`src/hdl/two_key_debounce_press_classifier_macros.svh`:
```
// Assertion helpers for the two-key debounce block.
// Each macro expects clk and rst_n in scope.
`ifndef TWO_KEY_DEBOUNCE_PRESS_CLASSIFIER_MACROS_SVH
`define TWO_KEY_DEBOUNCE_PRESS_CLASSIFIER_MACROS_SVH

// Same-cycle implication, checked out of reset
`define TKDPC_ASSERT_NOW(label, ante, cons, msg) \
    label: assert property (@(posedge clk) disable iff (!rst_n) (ante) |-> (cons)) \
        else $error(msg);

// Next-cycle implication, checked out of reset
`define TKDPC_ASSERT_NEXT(label, ante, cons, msg) \
    label: assert property (@(posedge clk) disable iff (!rst_n) (ante) |=> (cons)) \
        else $error(msg);

`endif

```
`src/hdl/tkdpc_pkg.sv`:
```
package tkdpc_pkg;

    localparam int TIME_W = 32;
    localparam int CFG_W  = 16;
    localparam int EV_W   = 2;
    localparam int IN_DATA_W  = 40;
    localparam int OUT_DATA_W = 8;

    localparam logic [CFG_W-1:0] DEBOUNCE_RESET   = 16'd50;
    localparam logic [CFG_W-1:0] LONG_PRESS_RESET = 16'd2000;

    // Configuration register indexes
    localparam logic CFG_DEBOUNCE   = 1'b0;
    localparam logic CFG_LONG_PRESS = 1'b1;

    // Item kinds on the input tuser
    localparam logic ACT_INIT = 1'b0;
    localparam logic ACT_POLL = 1'b1;

    // Event codes
    localparam logic [EV_W-1:0] EV_NONE        = 2'd0;
    localparam logic [EV_W-1:0] EV_POWER_SHORT = 2'd1;
    localparam logic [EV_W-1:0] EV_POWER_LONG  = 2'd2;
    localparam logic [EV_W-1:0] EV_MODE_SHORT  = 2'd3;

    typedef struct packed {
        logic              power_stable;
        logic              power_last_raw;
        logic              power_long_done;
        logic [TIME_W-1:0] power_change_time;
        logic [TIME_W-1:0] power_press_time;
        logic              power_wait_release;
        logic              mode_stable;
        logic              mode_last_raw;
        logic [TIME_W-1:0] mode_change_time;
    } key_state_t;

    typedef struct packed {
        logic [CFG_W-1:0] debounce_time;
        logic [CFG_W-1:0] long_press_time;
    } key_cfg_t;

endpackage

```
`src/hdl/tkdpc_update.sv`:
```
module tkdpc_update
(
    input  tkdpc_pkg::key_state_t          cur,
    input  tkdpc_pkg::key_cfg_t            cfg,
    input  logic                           action,
    input  logic                           power_raw,
    input  logic                           mode_raw,
    input  logic [tkdpc_pkg::TIME_W-1:0]   now_time,
    output tkdpc_pkg::key_state_t          nxt,
    output logic [tkdpc_pkg::EV_W-1:0]     key_event
);

    logic [tkdpc_pkg::TIME_W-1:0] deb_ext;
    logic [tkdpc_pkg::TIME_W-1:0] lpt_ext;
    logic [tkdpc_pkg::TIME_W-1:0] p_elapsed;
    logic [tkdpc_pkg::TIME_W-1:0] m_elapsed;
    logic [tkdpc_pkg::TIME_W-1:0] press_elapsed;
    logic                         p_changed;
    logic                         m_changed;
    logic                         deb_zero;
    logic                         p_settled;
    logic                         m_settled;
    logic                         lpt_zero;
    logic                         press_reached;

    assign deb_ext  = {{(tkdpc_pkg::TIME_W-tkdpc_pkg::CFG_W){1'b0}}, cfg.debounce_time};
    assign lpt_ext  = {{(tkdpc_pkg::TIME_W-tkdpc_pkg::CFG_W){1'b0}}, cfg.long_press_time};
    assign deb_zero = (cfg.debounce_time == '0);
    assign lpt_zero = (cfg.long_press_time == '0);

    // Elapsed times; a raw change this poll restarts the window at zero
    assign p_changed     = (power_raw != cur.power_last_raw);
    assign m_changed     = (mode_raw != cur.mode_last_raw);
    assign p_elapsed     = now_time - cur.power_change_time;
    assign m_elapsed     = now_time - cur.mode_change_time;
    assign press_elapsed = now_time - cur.power_press_time;
    assign p_settled     = p_changed ? deb_zero : (p_elapsed >= deb_ext);
    assign m_settled     = m_changed ? deb_zero : (m_elapsed >= deb_ext);
    assign press_reached = press_elapsed >= lpt_ext;

    always_comb
    begin
        logic [tkdpc_pkg::EV_W-1:0] ev;
        logic                       just_pressed;
        logic                       long_hit;
        nxt          = cur;
        ev           = tkdpc_pkg::EV_NONE;
        just_pressed = 1'b0;
        long_hit     = 1'b0;

        if (action == tkdpc_pkg::ACT_INIT)
        begin
            // Load raw levels at time zero
            nxt.power_stable       = power_raw;
            nxt.power_last_raw     = power_raw;
            nxt.power_long_done    = 1'b0;
            nxt.power_change_time  = '0;
            nxt.power_press_time   = '0;
            nxt.power_wait_release = power_raw;
            nxt.mode_stable        = mode_raw;
            nxt.mode_last_raw      = mode_raw;
            nxt.mode_change_time   = '0;
        end
        else
        begin
            // Track raw power level changes
            if (p_changed)
            begin
                nxt.power_last_raw    = power_raw;
                nxt.power_change_time = now_time;
            end

            if (cur.power_wait_release)
            begin
                // Ignore the key until a settled release, then clear it
                if (!power_raw && p_settled)
                begin
                    nxt.power_stable       = 1'b0;
                    nxt.power_last_raw     = 1'b0;
                    nxt.power_long_done    = 1'b0;
                    nxt.power_change_time  = now_time;
                    nxt.power_press_time   = '0;
                    nxt.power_wait_release = 1'b0;
                end
            end
            else
            begin
                // Accept a settled level change
                if (p_settled && (power_raw != cur.power_stable))
                begin
                    nxt.power_stable = power_raw;
                    if (power_raw)
                    begin
                        nxt.power_press_time = now_time;
                        nxt.power_long_done  = 1'b0;
                        just_pressed         = 1'b1;
                    end
                    else if (!cur.power_long_done)
                    begin
                        ev = tkdpc_pkg::EV_POWER_SHORT;
                    end
                end

                // Long hold check; a fresh press has zero hold time
                long_hit = nxt.power_stable && !nxt.power_long_done &&
                           (just_pressed ? lpt_zero : press_reached);
                if (long_hit)
                begin
                    nxt.power_long_done = 1'b1;
                    ev = tkdpc_pkg::EV_POWER_LONG;
                end
            end

            // Mode key updates only when the power key stayed quiet
            if (ev == tkdpc_pkg::EV_NONE)
            begin
                if (m_changed)
                begin
                    nxt.mode_last_raw    = mode_raw;
                    nxt.mode_change_time = now_time;
                end
                if (m_settled && (mode_raw != cur.mode_stable))
                begin
                    nxt.mode_stable = mode_raw;
                    if (!mode_raw)
                    begin
                        ev = tkdpc_pkg::EV_MODE_SHORT;
                    end
                end
            end
        end
        key_event = ev;
    end

endmodule

```
`src/hdl/two_key_debounce_press_classifier.sv`:
```
// Two-key debouncer and press classifier for a power key and a mode key.
// Input channel s_*: one item per poll or init; tuser selects init (0) or
// poll (1), tdata carries the raw key levels and the millisecond timestamp.
// Output channel m_*: exactly one result item per input item, in order,
// carrying the key event code and the debounced levels of both keys.
// Configuration channel cfg_*: index 0 writes the debounce time, index 1
// the long-press time (both in ms); always ready, write only while idle.
// An accepted item enters the input register, moves to the result register
// once that register is free or being drained, and shows on m_* from then
// on until it is taken.
// Throughput: one item per cycle while the receiver takes results; the key
// state update is a single registered pass of subtract-and-compare logic,
// so back-to-back items each see the state left by the one before.
// Reset clears all key state to released, empties both registers and
// loads the timing registers with 50 ms and 2000 ms.
// When the receiver stalls, the result register holds its item and the
// input register takes one more item; after that s_tready drops until
// the result is taken.
`include "two_key_debounce_press_classifier_macros.svh"

module two_key_debounce_press_classifier
(
    input  logic                                  clk,
    input  logic                                  rst_n,
    // Configuration write channel
    input  logic                                  cfg_valid,
    output logic                                  cfg_ready,
    input  logic                                  cfg_index,
    input  logic [tkdpc_pkg::CFG_W-1:0]           cfg_data,
    // Input items
    input  logic                                  s_tvalid,
    output logic                                  s_tready,
    input  logic [tkdpc_pkg::IN_DATA_W-1:0]       s_tdata,   // power_raw, mode_raw, now_time[31:0], pad
    input  logic                                  s_tuser,   // action
    // Result items
    output logic                                  m_tvalid,
    input  logic                                  m_tready,
    output logic [tkdpc_pkg::OUT_DATA_W-1:0]      m_tdata    // key_event[1:0], power_held, mode_held, pad
);

    tkdpc_pkg::key_cfg_t            cfg_reg;
    tkdpc_pkg::key_state_t          state_reg;
    tkdpc_pkg::key_state_t          state_next;
    logic [tkdpc_pkg::EV_W-1:0]     event_next;

    logic                           in_valid_reg;
    logic                           in_action_reg;
    logic                           in_power_raw_reg;
    logic                           in_mode_raw_reg;
    logic [tkdpc_pkg::TIME_W-1:0]   in_now_time_reg;

    logic                           out_valid_reg;
    logic [tkdpc_pkg::EV_W-1:0]     out_event_reg;
    logic                           out_power_held_reg;
    logic                           out_mode_held_reg;

    logic                           advance;
    logic                           in_take;

    // Configuration registers
    assign cfg_ready = 1'b1;

    always_ff @(posedge clk or negedge rst_n)
    begin
        if (!rst_n)
        begin
            cfg_reg.debounce_time   <= tkdpc_pkg::DEBOUNCE_RESET;
            cfg_reg.long_press_time <= tkdpc_pkg::LONG_PRESS_RESET;
        end
        else if (cfg_valid && cfg_ready)
        begin
            case (cfg_index)
                tkdpc_pkg::CFG_DEBOUNCE:   cfg_reg.debounce_time   <= cfg_data;
                tkdpc_pkg::CFG_LONG_PRESS: cfg_reg.long_press_time <= cfg_data;
                default:                   cfg_reg <= cfg_reg;
            endcase
        end
    end

    // Handshake: advance when the result register is free or being drained
    assign advance  = in_valid_reg && (!out_valid_reg || m_tready);
    assign s_tready = !in_valid_reg || advance;
    assign in_take  = s_tvalid && s_tready;

    // Input register control
    always_ff @(posedge clk or negedge rst_n)
    begin
        if (!rst_n)
        begin
            in_valid_reg <= 1'b0;
        end
        else if (in_take)
        begin
            in_valid_reg <= 1'b1;
        end
        else if (advance)
        begin
            in_valid_reg <= 1'b0;
        end
    end

    // Input register payload
    always_ff @(posedge clk)
    begin
        if (in_take)
        begin
            in_action_reg    <= s_tuser;
            in_power_raw_reg <= s_tdata[0];
            in_mode_raw_reg  <= s_tdata[1];
            in_now_time_reg  <= s_tdata[tkdpc_pkg::TIME_W+1:2];
        end
    end

    tkdpc_update u_update
    (
        .cur       (state_reg),
        .cfg       (cfg_reg),
        .action    (in_action_reg),
        .power_raw (in_power_raw_reg),
        .mode_raw  (in_mode_raw_reg),
        .now_time  (in_now_time_reg),
        .nxt       (state_next),
        .key_event (event_next)
    );

    // Commit key state as the item moves to the result register
    always_ff @(posedge clk or negedge rst_n)
    begin
        if (!rst_n)
        begin
            state_reg <= '0;
        end
        else if (advance)
        begin
            state_reg <= state_next;
        end
    end

    // Result register control
    always_ff @(posedge clk or negedge rst_n)
    begin
        if (!rst_n)
        begin
            out_valid_reg <= 1'b0;
        end
        else if (advance)
        begin
            out_valid_reg <= 1'b1;
        end
        else if (m_tready)
        begin
            out_valid_reg <= 1'b0;
        end
    end

    // Result register payload
    always_ff @(posedge clk)
    begin
        if (advance)
        begin
            out_event_reg      <= event_next;
            out_power_held_reg <= state_next.power_stable;
            out_mode_held_reg  <= state_next.mode_stable;
        end
    end

    assign m_tvalid = out_valid_reg;
    assign m_tdata  = {{(tkdpc_pkg::OUT_DATA_W-tkdpc_pkg::EV_W-2){1'b0}},
                       out_mode_held_reg, out_power_held_reg, out_event_reg};

    // Checks on the key logic
    `TKDPC_ASSERT_NOW(a_wait_implies_held, state_reg.power_wait_release,
        state_reg.power_stable, "waiting for release while power key not held")
    `TKDPC_ASSERT_NOW(a_long_held,
        m_tvalid && (out_event_reg == tkdpc_pkg::EV_POWER_LONG),
        out_power_held_reg, "long event with power key released")
    `TKDPC_ASSERT_NOW(a_short_released,
        m_tvalid && (out_event_reg == tkdpc_pkg::EV_POWER_SHORT),
        !out_power_held_reg, "power short event with power key held")
    `TKDPC_ASSERT_NEXT(a_init_no_event,
        advance && (in_action_reg == tkdpc_pkg::ACT_INIT),
        out_event_reg == tkdpc_pkg::EV_NONE, "init item produced an event")

endmodule

```
`config.mk`:
```
export PLATFORM = sky130hd
export DESIGN_NAME = two_key_debounce_press_classifier
export DESIGN_NICKNAME = d
export VERILOG_FILES = /design/src/hdl/tkdpc_pkg.sv /design/src/hdl/tkdpc_update.sv /design/src/hdl/two_key_debounce_press_classifier.sv
export VERILOG_INCLUDE_DIRS = /design/src /design/src/hdl
export SDC_FILE = /design/constraint.sdc
export NUM_CORES = 1
export LEC_CHECK = 0
export ABC_AREA = 1
export CAP_MARGIN = 20
export CORE_MARGIN = 3
export CORE_UTILIZATION = 30
export DETAILED_ROUTE_END_ITERATION = 8
export DONT_BUFFER_PORTS = 1
export GPL_TIMING_DRIVEN = 0
export SYNTH_ARGS = -nofsm -noshare
export SYNTH_HDL_FRONTEND = slang
export SYNTH_HIERARCHICAL = 1
export SYNTH_SLANG_ARGS = --single-unit
```
`constraint.sdc`:
```
create_clock -name clk -period 3.9 [get_ports clk]
set_clock_uncertainty 0.1 [all_clocks]
set_input_delay 0.78 -clock clk [delete_from_list [all_inputs] [get_ports clk]]
set_output_delay 0.78 -clock clk [all_outputs]
set_load 0.03 [all_outputs]
```
==> results.tsv, run 1 <==
metric	value	unit
fin crit share	112	%
vias per cell	4.96	
CP startpoint kind	register	
delay-heaviest family, CP	simple AND/OR/NAND/NOR gates	
Yosys Warn Count	6	
Setup WS post-layout	-464	ps
Worst-path clk slew	80	ps
Clock Latency Late Sink	470	ps
slowest stage delay, CP	540	ps
VDD IR max	396	µV
leakage	0.0103	µW
power density of the placed cells	613	mW/mm²
vias post-DR	17400	
Worst Hold Class	primary input to asynchronous set/reset pin	
htree depth	4	
Metal-1 WL	25700	µm
slew margin rel.	46.7	%
Core Util, Final	37.3	%
GRT Total Usage	19.4	%
placed cell areas	0.0177	mm²
design area	0.0206	mm²
Synth Flop Type	dfrtp_1	
HPWL after DPL	44700	µm
Worst Setup End Kind	register	
highest clock rate	229	MHz
RSZ-0062 raised after global routing	true	
ys async rst share	77.7	%
initial antenna violation count	0	
CP max-delay cell	edfxtp_1	
Worst-Margin Slew	799	ps
Yosys reg bits	175	
filler instances	5948	
Iteration-0 DRC Markers	1592	
Final Max Tran Viols	0	
post-route ant nets	0	
top sig layer	met4	
die width	243	µm
syn_area_per_cell	6.34	µm²
Layout Nets	2962	
pre-CTS setup slack	-979	ps
violated checks	setup timing	
Pre-antenna DRT Iters	7	
post-synthesis cell type count	56	
CP Max Fanout	4	
number of global-route vias before repair	16300	
Starting Density	30.4	%
worst path arrival time	4480	ps
FP Rows	86	
die area	0.0589	mm²
gpl congestion	0.930	
Setup Viol. Count Final	100	
grt ovf	0	
area grow syn2layout	22.7	%
Crit path buffers/inverters	12	
critical path class	register to register	
CTS tree	done	
Fin. Hold Viols	0	
Top Ports	74	
Post-synth EDFFs	39	
metal2 WL	27600	µm
Port Buffers	0	
min Tclk post-route	4360	ps
Core Region	0.0553	mm²
largest net degree at the start of global routing	128	
routed wire length	58900	µm
number of flip-flops in the largest register	102	
global-route wire length before repair	90500	µm
most used cell, CP	buf_4	
WL met3	3300	µm
Die Height	243	µm
Synth Cell Area	0.0168	mm²
diodes inserted	0	
CTS sink cnt	175	
Num CTS Buffers	17	
required time of the critical path	4020	ps
status	finished, violations left	
max_cap viols	0	
root buf cell	clkbuf_16	
Synth Instances	2652	
share of cells above drive strength 1	16.0	%
CTS Buffer Depth	2	
register area share after synthesis	27.3	%
# DRC	0	
wire per inst	16.8	µm
==> metal layers <==
metal | vias to the layer above | track usage (%)
met2 | 556 | 32.2
met4 | 0 | 7.94
met3 | 114 | 2.47
met1 | 8101 | 25.7
met5 | - | 0
li1 | 8669 | -
==> Yosys cell counts (9+ instances only) <==
master / n / share of area, %
o211ai_1: 14 / 0.63
dfrtp_1: 127 / 19
inv_1: 424 / 9.5
nand3b_1: 11 / 0.49
buf_2: 33 / 0.98
nand2_1: 904 / 20
edfxtp_1: 39 / 7.0
buf_4: 20 / 0.89
nand4_1: 21 / 0.78
xor2_1: 45 / 2.3
clkbuf_1: 29 / 0.65
nand3_1: 226 / 6.7
dfstp_2: 9 / 1.4
nand2_2: 17 / 0.63
a21oi_2: 11 / 0.57
o21ai_0: 147 / 4.4
o21ai_1: 14 / 0.42
nor4_1: 10 / 0.37
nor2_1: 148 / 3.3
a21oi_1: 148 / 4.4
ha_1: 141 / 10
o21bai_1: 11 / 0.49
nor3_1: 24 / 0.71
==> final timing paths <==
path | to | slack, ps | cells past startpoint | startpoint
max in group asynchronous | cfg_reg[13] | 2910 | 1 | rst_n
hold reg to reg | state_reg[82] | 370 | 2 | state_reg[82]
setup / recovery | out_mode_held_reg | -460 | 32 | in_now_time_reg[12]
min in group clk | in_power_raw_reg | 300 | 0 | s_tdata[0]
setup reg to reg | out_mode_held_reg | -460 | 32 | in_now_time_reg[12]
hold / removal | cfg_reg[10] | 70 | 0 | rst_n
==> cell families after synthesis <==
family                     Yosys count  share of synthesized area (%)
buffers and inverters              520                           12.5
adders and majority gates          144                           10.9
and+or+nand+nor                   1380                           34.2
other                                2                         0.0447
DFF                                175                           27.3
xor gates and xnor gates            51                           2.66
AOI/OAI and AO/OA                  380                           12.5
==> final cells by class <==
cell class	instances	area, µm²	area share (%)
Multi-Input combinational cell	1960	11400	55.3
Buffer	86	611	2.96
Clock inverter	11	180	0.874
Tap cell	748	936	4.54
Inverter	433	1640	7.95
Timing Repair Buffer	82	810	3.93
Clock buffer	21	450	2.19
Sequential cell	175	4590	22.2
==> power breakdown <==
| group | switching (µW) | internal [µW] |
|---|---|---|
| Clock | 801 | 1100 |
| Combinational | 4950 | 3140 |
| Sequential | 360 | 2280 |
| Total | 6110 | 6510 |
==> through the flow <==
step	power, µW	TNS, ps	instances	hold slack, ps
after floorplan	7380	0	2655	342
after global routing	13700	-48420	3516	39.7
after detailed placement	9050	-82080	3403	358
after global placement	9010	-78990	3403	353
final	12600	-24050	3516	66.0
after CTS	11900	-24820	3500	40.3
==> repair_timing <==
action | 4_1_cts | 5_1_grt
buffers inserted | 61 | 15
pin swaps | 49 | 110
cloned | 3 | 3
endpoints found under the hold margin | 127 | 0
endpoints found under the setup margin | 105 | 105
hold buffers | 1 | 0
gates resized for setup | 193 | 159
==> cells in the final DEF, fill, tap and decap left out, types with 17 or more instances in the layout <==
master,Yosys,final
a21oi_1,148,117
a21oi_2,11,40
buf_2,33,24
buf_4,20,79
buf_6,3,21
clkbuf_1,29,26
clkbuf_16,0,21
dfrtp_1,127,127
edfxtp_1,39,39
ha_1,141,107
ha_4,0,33
inv_1,424,411
inv_2,8,17
nand2_1,904,842
nand2_2,17,54
nand2_4,1,25
nand3_1,226,209
nand4_1,21,21
nor2_1,148,133
nor3_1,24,21
o21ai_0,147,126
o21ai_1,14,25
xor2_1,45,35
No activity file was read; power rests on OpenSTA's default activity.
==> run 2: changes to the inputs <==
--- a/config.mk
+++ b/config.mk
@@ -13,6 +13,8 @@
 export DETAILED_ROUTE_END_ITERATION = 8
 export DONT_BUFFER_PORTS = 1
 export GPL_TIMING_DRIVEN = 0
+export PLACE_DENSITY = 0.56
+export SLEW_MARGIN = 30
 export SYNTH_ARGS = -nofsm -noshare
 export SYNTH_HDL_FRONTEND = slang
 export SYNTH_HIERARCHICAL = 1
==> results.tsv, run 2 (synthesis gave the netlist of run 1 again) <==
metric	value	unit	change
htree depth	4		unchanged
grt ovf	0		unchanged
Setup WS post-layout	-415	ps	+49.6 ps
most frequent cells in the layout	nand2_1, inv_1, nand3_1		
Num CTS Buffers	17		unchanged
largest net degree at the start of global routing	128		unchanged
Starting Density	30.4	%	unchanged
Top Ports	74		unchanged
filler instances	5917		-0.52%
Die Height	243	µm	unchanged
post-route ant nets	0		unchanged
status	finished, violations left		
VDD IR max	411	µV	+4.0%
CP Max Fanout	10		+6
slowest stage delay, CP	530	ps	about the same
global-route wire length before repair	95000	µm	+5.0%
share of cells above drive strength 1	19.1	%	+3.1 points
HPWL after DPL	46000	µm	+2.8%
most common cell after layout, fill and taps aside	nand2_1		
area grow syn2layout	25.0	%	
# DRC	0		unchanged
number of global-route vias before repair	17000		+4.3%
RSZ-0062 raised after global routing	true		
Layout Nets	2983		+0.71%
CTS tree	done		
total design power	12700	µW	+0.86%
Worst-Margin Slew	994	ps	+195 ps
Setup TNS	-27710	ps	-3660 ps
power density of the placed cells	606	mW/mm²	-1.0%
wire per inst	17.5	µm	+4.2%
Core Region	0.0553	mm²	unchanged
Iteration-0 DRC Markers	1159		-27%
Worst Setup End Kind	register		
vias per cell	4.93		-0.54%
fin crit share	111	%	-1.3 points
R2R cell count	28		-13%
GRT Total Usage	20.7	%	+1.2 points
Pre-antenna DRT Iters	5		-2
Fin. Hold Viols	0		unchanged
Cell Count, Final, Fillers Out	3537		+0.60%
CP max-delay cell	edfxtp_1		
diodes inserted	0		unchanged
max_cap viols	0		unchanged
Port Buffers	0		unchanged
violated checks	setup timing		
min Tclk post-route	4310	ps	-49.6 ps
placed cells	3404		+0.029%
root buf cell	clkbuf_16		
worst path arrival time	4630	ps	+150 ps
slew margin rel.	33.7	%	-13 points
Worst Hold Class	primary input to asynchronous set/reset pin		
highest clock rate	232	MHz	+1.1%
die area	0.0589	mm²	unchanged
number of flip-flops in the largest register	102		unchanged
Final Max Tran Viols	0		unchanged
CTS Buffer Depth	2		unchanged
placed cell areas	0.0178	mm²	+0.11%
Setup Viol. Count Final	103		+3.0%
CP startpoint kind	register		
routed wire length	61800	µm	+4.9%
Worst-path clk slew	80	ps	about the same
hold_ws	60.5	ps	-5.48 ps
critical path class	register to register		
Clock Latency Late Sink	480	ps	about the same
gpl congestion	0.947		+1.8%
FP Rows	86		unchanged
design area	0.0210	mm²	+1.9%
most used cell, CP	nand2_4		
die width	243	µm	unchanged
vias post-DR	17500		+0.057%
required time of the critical path	4220	ps	+200 ps
initial antenna violation count	0		unchanged
CTS sink cnt	175		unchanged
leakage	0.0105	µW	+1.4%
## run 2: cell types whose count changed in the layout (fill, tap and decap cells not counted), sizes merged
| cell | change |
|---|---|
| clkinvlp | -1 |
| bufinv | -2 |
| clkbuf | -7 |
| clkinv | +6 |
| buf | +23 |
| inv | +2 |
## run 2: path summary, 6_finish.rpt
kind / start / to / slack [ps]
worst max-delay path: in_now_time_reg[9] / state_reg[25] / -410
worst min-delay path: rst_n / cfg_reg[10] / 60
worst max register to register: in_now_time_reg[9] / state_reg[25] / -410
worst min register to register: state_reg[97] / state_reg[97] / 370
max in group asynchronous: rst_n / state_reg[2] / 2910
min in group clk: s_tdata[33] / in_now_time_reg[31] / 290
## run 2: timing repair
item | CTS | global route
endpoints found under the setup margin | 105 | 105
cloned | 7 | 1
setup buffers | 77 | 22
gates resized for setup | 255 | 215
hold endpoints to repair | 127 | 0
hold buffers | 1 | 0
pin swaps | 53 | 138
## run 2: layout make-up
cell class                      count  area [µm²]  area share (%)
Timing Repair Buffer              105         993            4.73
Multi-Input combinational cell   1960       11600            55.4
Tap cell                          748         936            4.46
Inverter                          433        1650            7.86
Buffer                             83         556            2.64
Clock buffer                       17         425            2.03
Sequential cell                   175        4590            21.8
Timing Repair inverter              1        11.3          0.0536
Clock inverter                     15         218            1.04
## run 2: critical path: cells and delay by family (launching register included)
kind            cells  cell delay, ps
simple gates       18            1840
fa+ha+maj           2             600
flops               1             530
compound gates      4             530
buf+inv             3             450
xor+xnor            1             170
## run 2: where the power goes
part | switching [µW] | internal, µW | leakage (µW)
Sequential | 365 | 2270 | 0.00215
Clock | 928 | 989 | 0.000308
Combinational | 5040 | 3130 | 0.00803
## run 2: layer usage
layer | vias up | part of all wire, % | GRT usage [%] | wire, µm
met3 | 136 | 4.2 | 3.00 | 2610
met5 | - | 0 | 0 | 0
met1 | 8185 | 42 | 24.7 | 26100
met2 | 418 | 49 | 36.6 | 30300
li1 | 8711 | - | - | -
met4 | 0 | 4.6 | 9.60 | 2820
## run 2: per-stage QoR
step	setup WS [ps]	utilization, %
after floorplan	309	-
after global placement	-988	32.1
after detailed placement	-959	32.1
after CTS	-286	36.4
after global routing	-626	38.0
final	-415	38.0
